===== config.mk =====
export PLATFORM = sky130hd
export DESIGN_NAME = flash_slot_recovery_scan
export DESIGN_NICKNAME = d
export VERILOG_FILES = /design/src/rtl/fsrs_pkg.sv /design/src/rtl/fsrs_engine.sv /design/src/rtl/flash_slot_recovery_scan.sv
export SDC_FILE = /design/constraint.sdc
export NUM_CORES = 1
export LEC_CHECK = 0
export ABC_AREA = 1
export BUFFER_PORTS_ARGS = -buffer_cell sky130_fd_sc_hd__clkbuf_2
export CAP_MARGIN = 25
export CORE_MARGIN = 3
export CORE_UTILIZATION = 50
export CTS_BUF_LIST = sky130_fd_sc_hd__clkbuf_16
export DETAILED_ROUTE_END_ITERATION = 7
export GPL_TIMING_DRIVEN = 0
export PLACE_DENSITY = 0.69
export REMOVE_ABC_BUFFERS = 1
export SYNTH_ARGS = -nofsm -noshare
export SYNTH_HDL_FRONTEND = slang
export SYNTH_SLANG_ARGS = --single-unit

===== constraint.sdc =====
create_clock -name clk_i -period 5.65 [get_ports clk_i]
set_clock_uncertainty 0.05 [all_clocks]
set_input_delay 0.8475 -clock clk_i [delete_from_list [all_inputs] [get_ports clk_i]]
set_output_delay 0.8475 -clock clk_i [all_outputs]
set_load 0.01 [all_outputs]

===== src/rtl/fsrs_pkg.sv =====
// ----------------------------------------------------------------------------
// fsrs_pkg - flash slot recovery scan definitions
// shared constants, word types and the crc-32 byte update
// ----------------------------------------------------------------------------
package fsrs_pkg;

  localparam int unsigned SLOT_SIZE_DEFAULT = 4096;
  localparam int unsigned SLOT_COUNT        = 16;
  localparam int unsigned HEADER_BYTES      = 16;

  localparam logic [31:0] CRC_POLY    = 32'hEDB8_8320;
  localparam logic [31:0] CRC_INIT    = 32'hFFFF_FFFF;
  localparam logic [31:0] MAGIC_RESET = 32'h536C_6950;

  // input word kinds
  localparam logic [1:0] FUNC_HEADER = 2'd0;
  localparam logic [1:0] FUNC_BYTE   = 2'd1;
  localparam logic [1:0] FUNC_END    = 2'd2;

  // result word kinds
  localparam logic KIND_VERDICT = 1'b0;
  localparam logic KIND_SUMMARY = 1'b1;

  typedef struct packed {
    logic [1:0]  func;
    logic [3:0]  slot_index;
    logic [31:0] header_magic;
    logic [31:0] header_seq;
    logic [31:0] header_length;
    logic [31:0] header_crc;
    logic [7:0]  data_byte;
  } item_t;

  typedef struct packed {
    logic        valid;
    logic        result_kind;
    logic [3:0]  verdict_slot;
    logic        slot_valid;
    logic        best_found;
    logic [3:0]  best_slot;
    logic [31:0] best_seq;
    logic [11:0] best_length;
  } result_t;

  function automatic logic [31:0] crc_byte(logic [31:0] crc, logic [7:0] b);
    logic [31:0] c;
    c = crc ^ {24'h0, b};
    for (int k = 0; k < 8; k++) begin
      c = (c >> 1) ^ (c[0] ? CRC_POLY : 32'h0);
    end
    return c;
  endfunction

endpackage


===== src/rtl/fsrs_engine.sv =====
// ----------------------------------------------------------------------------
// fsrs_engine - slot check and best slot tracking
// holds the scan state and works one registered input word per step
// ----------------------------------------------------------------------------
module fsrs_engine #(
  parameter int unsigned SlotSize = fsrs_pkg::SLOT_SIZE_DEFAULT
) (
  input  logic              clk_i,
  input  logic              rst_ni,
  input  logic              cfg_we_i,
  input  logic [31:0]       cfg_data_i,
  input  logic              step_i,
  input  fsrs_pkg::item_t   item_i,
  output fsrs_pkg::result_t res_o
);

  localparam int unsigned LenW = $clog2(SlotSize);
  localparam logic [31:0] MaxLen = 32'(SlotSize - fsrs_pkg::HEADER_BYTES);

  logic [31:0]     magic_q;
  logic [31:0]     crc_q, crc_d;
  logic [LenW-1:0] bytes_q, bytes_d;
  logic [3:0]      cur_slot_q, cur_slot_d;
  logic [31:0]     cur_seq_q, cur_seq_d;
  logic [LenW-1:0] cur_len_q, cur_len_d;
  logic [31:0]     cur_crc_q, cur_crc_d;
  logic            checking_q, checking_d;
  logic            have_best_q, have_best_d;
  logic [3:0]      best_idx_q, best_idx_d;
  logic [31:0]     best_seq_q, best_seq_d;
  logic [LenW-1:0] best_len_q, best_len_d;

  fsrs_pkg::result_t res_c;
  logic            fin;
  logic            fin_ok;
  logic [3:0]      fin_slot;
  logic [31:0]     fin_seq;
  logic [LenW-1:0] fin_len;
  logic [31:0]     crc_new;
  logic [31:0]     seq_diff;
  logic            ahead;
  logic            take;
  logic            hdr_bad;
  logic            upd_have;
  logic [3:0]      upd_idx;
  logic [31:0]     upd_seq;
  logic [LenW-1:0] upd_len;
  logic [LenW+11:0] len_ext;

  always_comb begin
    crc_d       = crc_q;
    bytes_d     = bytes_q;
    cur_slot_d  = cur_slot_q;
    cur_seq_d   = cur_seq_q;
    cur_len_d   = cur_len_q;
    cur_crc_d   = cur_crc_q;
    checking_d  = checking_q;
    res_c       = '0;
    fin         = 1'b0;
    fin_ok      = 1'b0;
    fin_slot    = cur_slot_q;
    fin_seq     = cur_seq_q;
    fin_len     = cur_len_q;
    crc_new     = fsrs_pkg::crc_byte(crc_q, item_i.data_byte);
    hdr_bad     = (item_i.header_magic != magic_q) ||
                  (32'(item_i.slot_index) >= 32'(fsrs_pkg::SLOT_COUNT)) ||
                  (item_i.header_length > MaxLen);

    case (item_i.func)
      fsrs_pkg::FUNC_HEADER: begin
        cur_slot_d = item_i.slot_index;
        cur_seq_d  = item_i.header_seq;
        cur_crc_d  = item_i.header_crc;
        crc_d      = fsrs_pkg::CRC_INIT;
        bytes_d    = '0;
        checking_d = 1'b0;
        res_c.verdict_slot = item_i.slot_index;
        if (hdr_bad) begin
          cur_len_d   = '0;
          res_c.valid = 1'b1;
        end else begin
          cur_len_d = item_i.header_length[LenW-1:0];
          if (item_i.header_length == 32'h0) begin
            // empty slot, crc of no bytes is zero
            fin         = 1'b1;
            fin_ok      = (item_i.header_crc == 32'h0);
            fin_slot    = item_i.slot_index;
            fin_seq     = item_i.header_seq;
            fin_len     = '0;
            res_c.valid = 1'b1;
          end else begin
            checking_d = 1'b1;
          end
        end
      end
      fsrs_pkg::FUNC_BYTE: begin
        if (checking_q) begin
          crc_d   = crc_new;
          bytes_d = bytes_q + 1'b1;
          res_c.verdict_slot = cur_slot_q;
          if (bytes_d >= cur_len_q) begin
            checking_d  = 1'b0;
            fin         = 1'b1;
            fin_ok      = ((crc_new ^ fsrs_pkg::CRC_INIT) == cur_crc_q);
            res_c.valid = 1'b1;
          end
        end
      end
      fsrs_pkg::FUNC_END: begin
        checking_d        = 1'b0;
        res_c.valid       = 1'b1;
        res_c.result_kind = fsrs_pkg::KIND_SUMMARY;
      end
      default: begin
      end
    endcase

    res_c.slot_valid = fin && fin_ok;
  end

  // wrap-aware newer-than test against the held best slot
  assign seq_diff = fin_seq - best_seq_q;
  assign ahead    = (seq_diff != 32'h0) && !seq_diff[31];
  assign take     = fin && fin_ok && (!have_best_q || ahead);

  assign upd_have = have_best_q || take;
  assign upd_idx  = take ? fin_slot : best_idx_q;
  assign upd_seq  = take ? fin_seq  : best_seq_q;
  assign upd_len  = take ? fin_len  : best_len_q;
  assign len_ext  = {12'h0, upd_len};

  always_comb begin
    if (item_i.func == fsrs_pkg::FUNC_END) begin
      have_best_d = 1'b0;
      best_idx_d  = '0;
      best_seq_d  = '0;
      best_len_d  = '0;
    end else begin
      have_best_d = upd_have;
      best_idx_d  = upd_idx;
      best_seq_d  = upd_seq;
      best_len_d  = upd_len;
    end
  end

  always_comb begin
    res_o             = res_c;
    res_o.best_found  = upd_have;
    res_o.best_slot   = upd_idx;
    res_o.best_seq    = upd_seq;
    res_o.best_length = len_ext[11:0];
  end

  always_ff @(posedge clk_i or negedge rst_ni) begin
    if (!rst_ni) begin
      magic_q     <= fsrs_pkg::MAGIC_RESET;
      crc_q       <= fsrs_pkg::CRC_INIT;
      bytes_q     <= '0;
      cur_slot_q  <= '0;
      cur_seq_q   <= '0;
      cur_len_q   <= '0;
      cur_crc_q   <= '0;
      checking_q  <= 1'b0;
      have_best_q <= 1'b0;
      best_idx_q  <= '0;
      best_seq_q  <= '0;
      best_len_q  <= '0;
    end else begin
      if (cfg_we_i) begin
        magic_q <= cfg_data_i;
      end
      if (step_i) begin
        crc_q       <= crc_d;
        bytes_q     <= bytes_d;
        cur_slot_q  <= cur_slot_d;
        cur_seq_q   <= cur_seq_d;
        cur_len_q   <= cur_len_d;
        cur_crc_q   <= cur_crc_d;
        checking_q  <= checking_d;
        have_best_q <= have_best_d;
        best_idx_q  <= best_idx_d;
        best_seq_q  <= best_seq_d;
        best_len_q  <= best_len_d;
      end
    end
  end

`ifndef NO_ASSERTIONS
  a_bytes_in_range: assert property (@(posedge clk_i) disable iff (!rst_ni)
    checking_q |-> (bytes_q < cur_len_q))
    else $error("byte count reached slot length while still checking");

  a_no_best_is_clear: assert property (@(posedge clk_i) disable iff (!rst_ni)
    !have_best_q |-> (best_seq_q == 32'h0 && best_idx_q == 4'h0 && best_len_q == '0))
    else $error("best slot fields set while no best slot is held");

  a_end_clears: assert property (@(posedge clk_i) disable iff (!rst_ni)
    (step_i && item_i.func == fsrs_pkg::FUNC_END) |=> (!have_best_q && !checking_q))
    else $error("end of scan left best slot or check active");
`endif

endmodule


===== src/rtl/flash_slot_recovery_scan.sv =====
// ----------------------------------------------------------------------------
// flash_slot_recovery_scan - newest valid flash slot finder
// checks slot headers and content crc-32, keeps the newest valid slot
//
//   channel   dir  words                     fields
//   s_axis    in   header / byte / end       tuser func, tdata header + byte
//   m_axis    out  verdict / summary         tuser kind, tdata verdict + best
//   cfg       in   magic register write      cfg_data_i expected magic
//
// one input word per cycle unless the output stalls; a word is taken into an
// input register and worked from there straight into the output register
// the output register stalls the pipe only while its word waits
// configuration writes complete in the cycle they are offered
// asynchronous reset clears all scan state and restores the reset magic
// ----------------------------------------------------------------------------
module flash_slot_recovery_scan #(
  parameter int unsigned SlotSize = fsrs_pkg::SLOT_SIZE_DEFAULT
) (
  input  logic         clk_i,
  input  logic         rst_ni,
  input  logic         s_axis_tvalid,
  output logic         s_axis_tready,
  // slot_index[3:0], header_magic[35:4], header_seq[67:36],
  // header_length[99:68], header_crc[131:100], data_byte[139:132], zero pad
  input  logic [143:0] s_axis_tdata,
  // func[1:0]
  input  logic [1:0]   s_axis_tuser,
  output logic         m_axis_tvalid,
  input  logic         m_axis_tready,
  // verdict_slot[3:0], slot_valid[4], best_found[5], best_slot[9:6],
  // best_seq[41:10], best_length[53:42], zero pad
  output logic [55:0]  m_axis_tdata,
  // result_kind[0]
  output logic         m_axis_tuser,
  input  logic         cfg_valid_i,
  output logic         cfg_ready_o,
  input  logic [31:0]  cfg_data_i
);

  fsrs_pkg::item_t   in_q, in_d;
  logic              in_valid_q;
  fsrs_pkg::result_t res;
  fsrs_pkg::result_t out_q;
  logic              out_valid_q;
  logic              advance;
  logic              step;

  assign advance       = !out_valid_q || m_axis_tready;
  assign step          = in_valid_q && advance;
  assign s_axis_tready = !in_valid_q || advance;
  assign cfg_ready_o   = 1'b1;

  always_comb begin
    in_d.func          = s_axis_tuser;
    in_d.slot_index    = s_axis_tdata[3:0];
    in_d.header_magic  = s_axis_tdata[35:4];
    in_d.header_seq    = s_axis_tdata[67:36];
    in_d.header_length = s_axis_tdata[99:68];
    in_d.header_crc    = s_axis_tdata[131:100];
    in_d.data_byte     = s_axis_tdata[139:132];
  end

  fsrs_engine #(
    .SlotSize(SlotSize)
  ) u_engine (
    .clk_i      (clk_i),
    .rst_ni     (rst_ni),
    .cfg_we_i   (cfg_valid_i),
    .cfg_data_i (cfg_data_i),
    .step_i     (step),
    .item_i     (in_q),
    .res_o      (res)
  );

  always_ff @(posedge clk_i or negedge rst_ni) begin
    if (!rst_ni) begin
      in_valid_q  <= 1'b0;
      out_valid_q <= 1'b0;
    end else begin
      if (s_axis_tready) begin
        in_valid_q <= s_axis_tvalid;
      end
      if (advance) begin
        out_valid_q <= in_valid_q && res.valid;
      end
    end
  end

  always_ff @(posedge clk_i) begin
    if (s_axis_tready && s_axis_tvalid) begin
      in_q <= in_d;
    end
    if (step && res.valid) begin
      out_q <= res;
    end
  end

  assign m_axis_tvalid = out_valid_q;
  assign m_axis_tuser  = out_q.result_kind;
  assign m_axis_tdata  = {2'b00, out_q.best_length, out_q.best_seq, out_q.best_slot,
                          out_q.best_found, out_q.slot_valid, out_q.verdict_slot};

`ifndef NO_ASSERTIONS
  a_end_gives_summary: assert property (@(posedge clk_i) disable iff (!rst_ni)
    (step && in_q.func == fsrs_pkg::FUNC_END) |=>
      (out_valid_q && out_q.result_kind == fsrs_pkg::KIND_SUMMARY))
    else $error("end of scan word gave no summary");
`endif

endmodule


==> summary.md <==
| Metric | Value |
|---|---|
| Status | finished clean |
| I/O pin total | 243 |
| GR Overflow Total | 0 |
| DRC | 0 |
| Worst Setup Start Kind | flop |
| Slew Viols, Final | 0 |
| Register area share after synthesis | around 53% |
| Crit Path Max Fanout | 20 |
| Max-Cap Viols | 0 |
| Initial antenna violation count | 1 |
| Layout cell share with drive strength beyond 1 | between 10% and 20% |
| Routed vias/inst | about 5.2 |
| Worst hold margin | 316 ps |
| Util after Layout | 60.1% |
| Multi-input logic area | 0.00846 mm² |
| First-pass DRT Iterations | 6 |
| Worst Setup End Kind | flop |
| Core area | 0.0412 mm² |
| Tcrit/Tclk final | 93.0% |
| P_int | 5830 µW |
| Num CTS Buffers | 44 |
| Sequential share of power | 41.1% |
| Setup TNS | 0 ps |
| Worst Path Class, Setup | reg2reg |
| PwrDens | 346 mW/mm² |
| Post-Syn Area | 0.0210 mm² |
| Maximum vdd drop | 279 µV |
| Clk root buf | clkbuf_16 |
| # rows | 74 |
| Filler cells | 3576 |
| Switching share of power | 31.9% |
| Number of synthesized register bits | 405 |
| Clk sink count | 405 |
| Die H | 211 µm |
| Crit-path slowest cell | dfstp_2 |
| Area growth from synthesis to layout | 17.7% |
| Die area | ~0.045 mm² |
| Top_reg_cell synth | edfxtp_1 |
| Max-slew headroom | between 30% and 40% |
| Pleak | about 0.012 µW |
| ANT cells | 0 |
| Most common cell after layout, fill and taps aside | nand2_1 |
| YS warnings | 0 |
| CP peak stage delay | 540 ps |
| First-pass GRT wire length | between 80 and 90 mm |
| H-Tree Depth | 2 |
| Cts hold-fix bufs | 0 |
| P_sw | 2730 µW |
| GRT Total Usage | 25.1% |
| Largest net degree at the start of global routing | roughly 110 |
| TritonCTS clock tree | done |
| Finished Cell Area | 0.0248 mm² |
| Routability congestion estimate | 0.929 |
| Routed wire length | 57.2 mm |
| Clock-pin slew on the worst setup and hold paths | 60 ps |
| Number of global-route vias before repair | 16.8k |
| Synth cell types | 50 |
| Avg Cell Area, Syn | 8.53 µm² |
| Post-route ant nets | 0 |
| Critical path required time | a little under 6000 ps |
| Via count | 17.1k |
| Post-DP HPWL | 40.3 mm |
| Gate power share | 23.8% |
| Fmax | 190 MHz |
| Worst Max-Slew Pin Slew | slightly below 1000 ps |
| Commonest cells after routing, fill and taps aside | 784 x nand2_1, 350 x inv_1, 234 x clkbuf_2, 205 x nand3_1, 197 x edfxtp_1 |
| Most common cell type on the critical path | nand2_1 |
| Buffer depth of the longest clock path | 3 |
| Clk_lat worst skew | 600 ps |
| Arr. time, crit path | 5560 ps |
| DRT iter0 DRCs | 1239 |
| Hold Crit Class | in2async |
| Starting density of the core | 51.1% |
| WL/cell | 17.5 µm |
| Nets | 2940 |
| Gate count of the mapped netlist | 2467 |
| PortBufs | 235 |
| Number of synthesized flops with an enable pin | 197 |
| Final setup viols | 0 |
| Clock power share | 35.1% |
| Final Hold Fails | 0 |
| Asr flop ratio synth | 51.4% |
| Die Wd | approximately 210 µm |
| Post-layout min period | 5260 ps |
| Post-Place Cell Area | 0.0229 mm² |
| Register area | around 0.011 mm² |
==> state kept, by name, summed over array words and instances, names as in the netlist, 4 cells and up <==
register and flops:
u_engine.cur_seq_q 32, m_axis_tdata 54, u_engine.best_len_q 12, u_engine.cur_len_q 12, u_engine.best_seq_q 32, u_engine.cur_crc_q 32
u_engine.bytes_q 12, u_engine.cur_slot_q 4, in_q 142, u_engine.best_idx_q 4, u_engine.crc_q 32, u_engine.magic_q 32
==> Yosys cell counts (27+ instances only) <==
cell type / count / area, µm²
a21oi_1: 39 / 195
and2_1: 49 / 307
clkbuf_1: 45 / 169
dfrtp_1: 162 / 4050
dfstp_2: 46 / 1210
edfxtp_1: 197 / 5920
ha_1: 48 / 601
inv_1: 345 / 1290
mux2_2: 31 / 349
nand2_1: 788 / 2960
nand3_1: 207 / 1040
nand4_1: 27 / 169
nor2_1: 117 / 439
o21ai_0: 142 / 711
xor2_1: 38 / 333
==> power by group through the flow <==
stage / Sequential (µW) / Clock [µW] / Combinational (µW)
finish: 3520 / 3010 / 2030
global route: 3540 / 3190 / 2320
CTS: 3520 / 3070 / 2010
detailed placement: 3570 / 0 / 1990
global placement: 3580 / 0 / 1950
floorplan: 3540 / 0 / 1390
==> per-layer routing <==
| layer | global-route usage, % | vias up | share of wire, % | wire, µm |
|---|---|---|---|---|
| met1 | 32.1 | 8073 | 42 | 23800 |
| met2 | 43.0 | 520 | 49 | 28200 |
| li1 | - | 8444 | - | - |
| met4 | 7.85 | 2 | 2.5 | 1440 |
| met5 | 0 | - | 0.030 | 17 |
| met3 | 5.11 | 89 | 6.6 | 3760 |
==> area by class of cell <==
type,count,share of cell area [%]
Clock buffer,44,4.45
Timing Repair Buffer,257,6.51
Inverter,352,5.39
Tap cell,532,2.69
Multi-Input combinational cell,1648,34.2
Clock inverter,38,1.66
Sequential cell,405,45.1
==> worst paths after layout <==
path                                            from                      to  slack [ps]  depth (start not counted)
worst max-delay path            u_engine.magic_q[18]        m_axis_tdata[47]         390                         30
worst min-delay path                          rst_ni   u_engine.cur_seq_q[0]         320                          1
worst max register to register  u_engine.magic_q[18]        m_axis_tdata[47]         390                         30
worst min register to register              in_q[31]  u_engine.cur_crc_q[23]         420                          2
max in group asynchronous                     rst_ni  u_engine.cur_slot_q[0]        4130                          2
min in group clk_i                  s_axis_tdata[89]                in_q[61]         370                          1
==> cells by family (layout without fill, tap and decap cells) <==
| logic type | after synthesis | in the layout | synth area share (%) |
|---|---|---|---|
| multiplexers | 31 | 31 | 1.66 |
| buffers and inverters | 419 | 691 | 7.77 |
| AO/OA/AOI/OAI | 224 | 224 | 5.73 |
| adder cells (fa/ha/maj) | 49 | 49 | 2.95 |
| other | 2 | 3 | 0.0357 |
| AND/OR/NAND/NOR | 1272 | 1276 | 25.9 |
| flip-flops | 405 | 405 | 53.1 |
| XOR/XNOR | 65 | 65 | 2.81 |
==> worst max-delay path: cells and delay by family, from the launching register on <==
kind | cells | cell delay (ps)
flops | 1 | 540
fa+ha+maj | 1 | 370
xor+xnor | 1 | 110
buf+inv | 4 | 590
simple gates | 21 | 2820
compound gates | 3 | 480
==> per-stage QoR <==
step / setup WS (ps) / instances / total power, µW
after floorplan: -3620 / 2401 / 4940
after global placement: -10680 / 3168 / 5530
after detailed placement: -1260 / 3181 / 5570
after CTS: 53.9 / 3265 / 8590
after global routing: -10.8 / 3276 / 9050
final: 395 / 3276 / 8560
==> timing repair <==
action,CTS,global route
gates cloned,2,5
pin swaps,0,4
buffers inserted,0,6
gates resized for setup,11,23
setup endpoints to repair,96,96
Note: power is estimated with default switching activity, not from simulation.
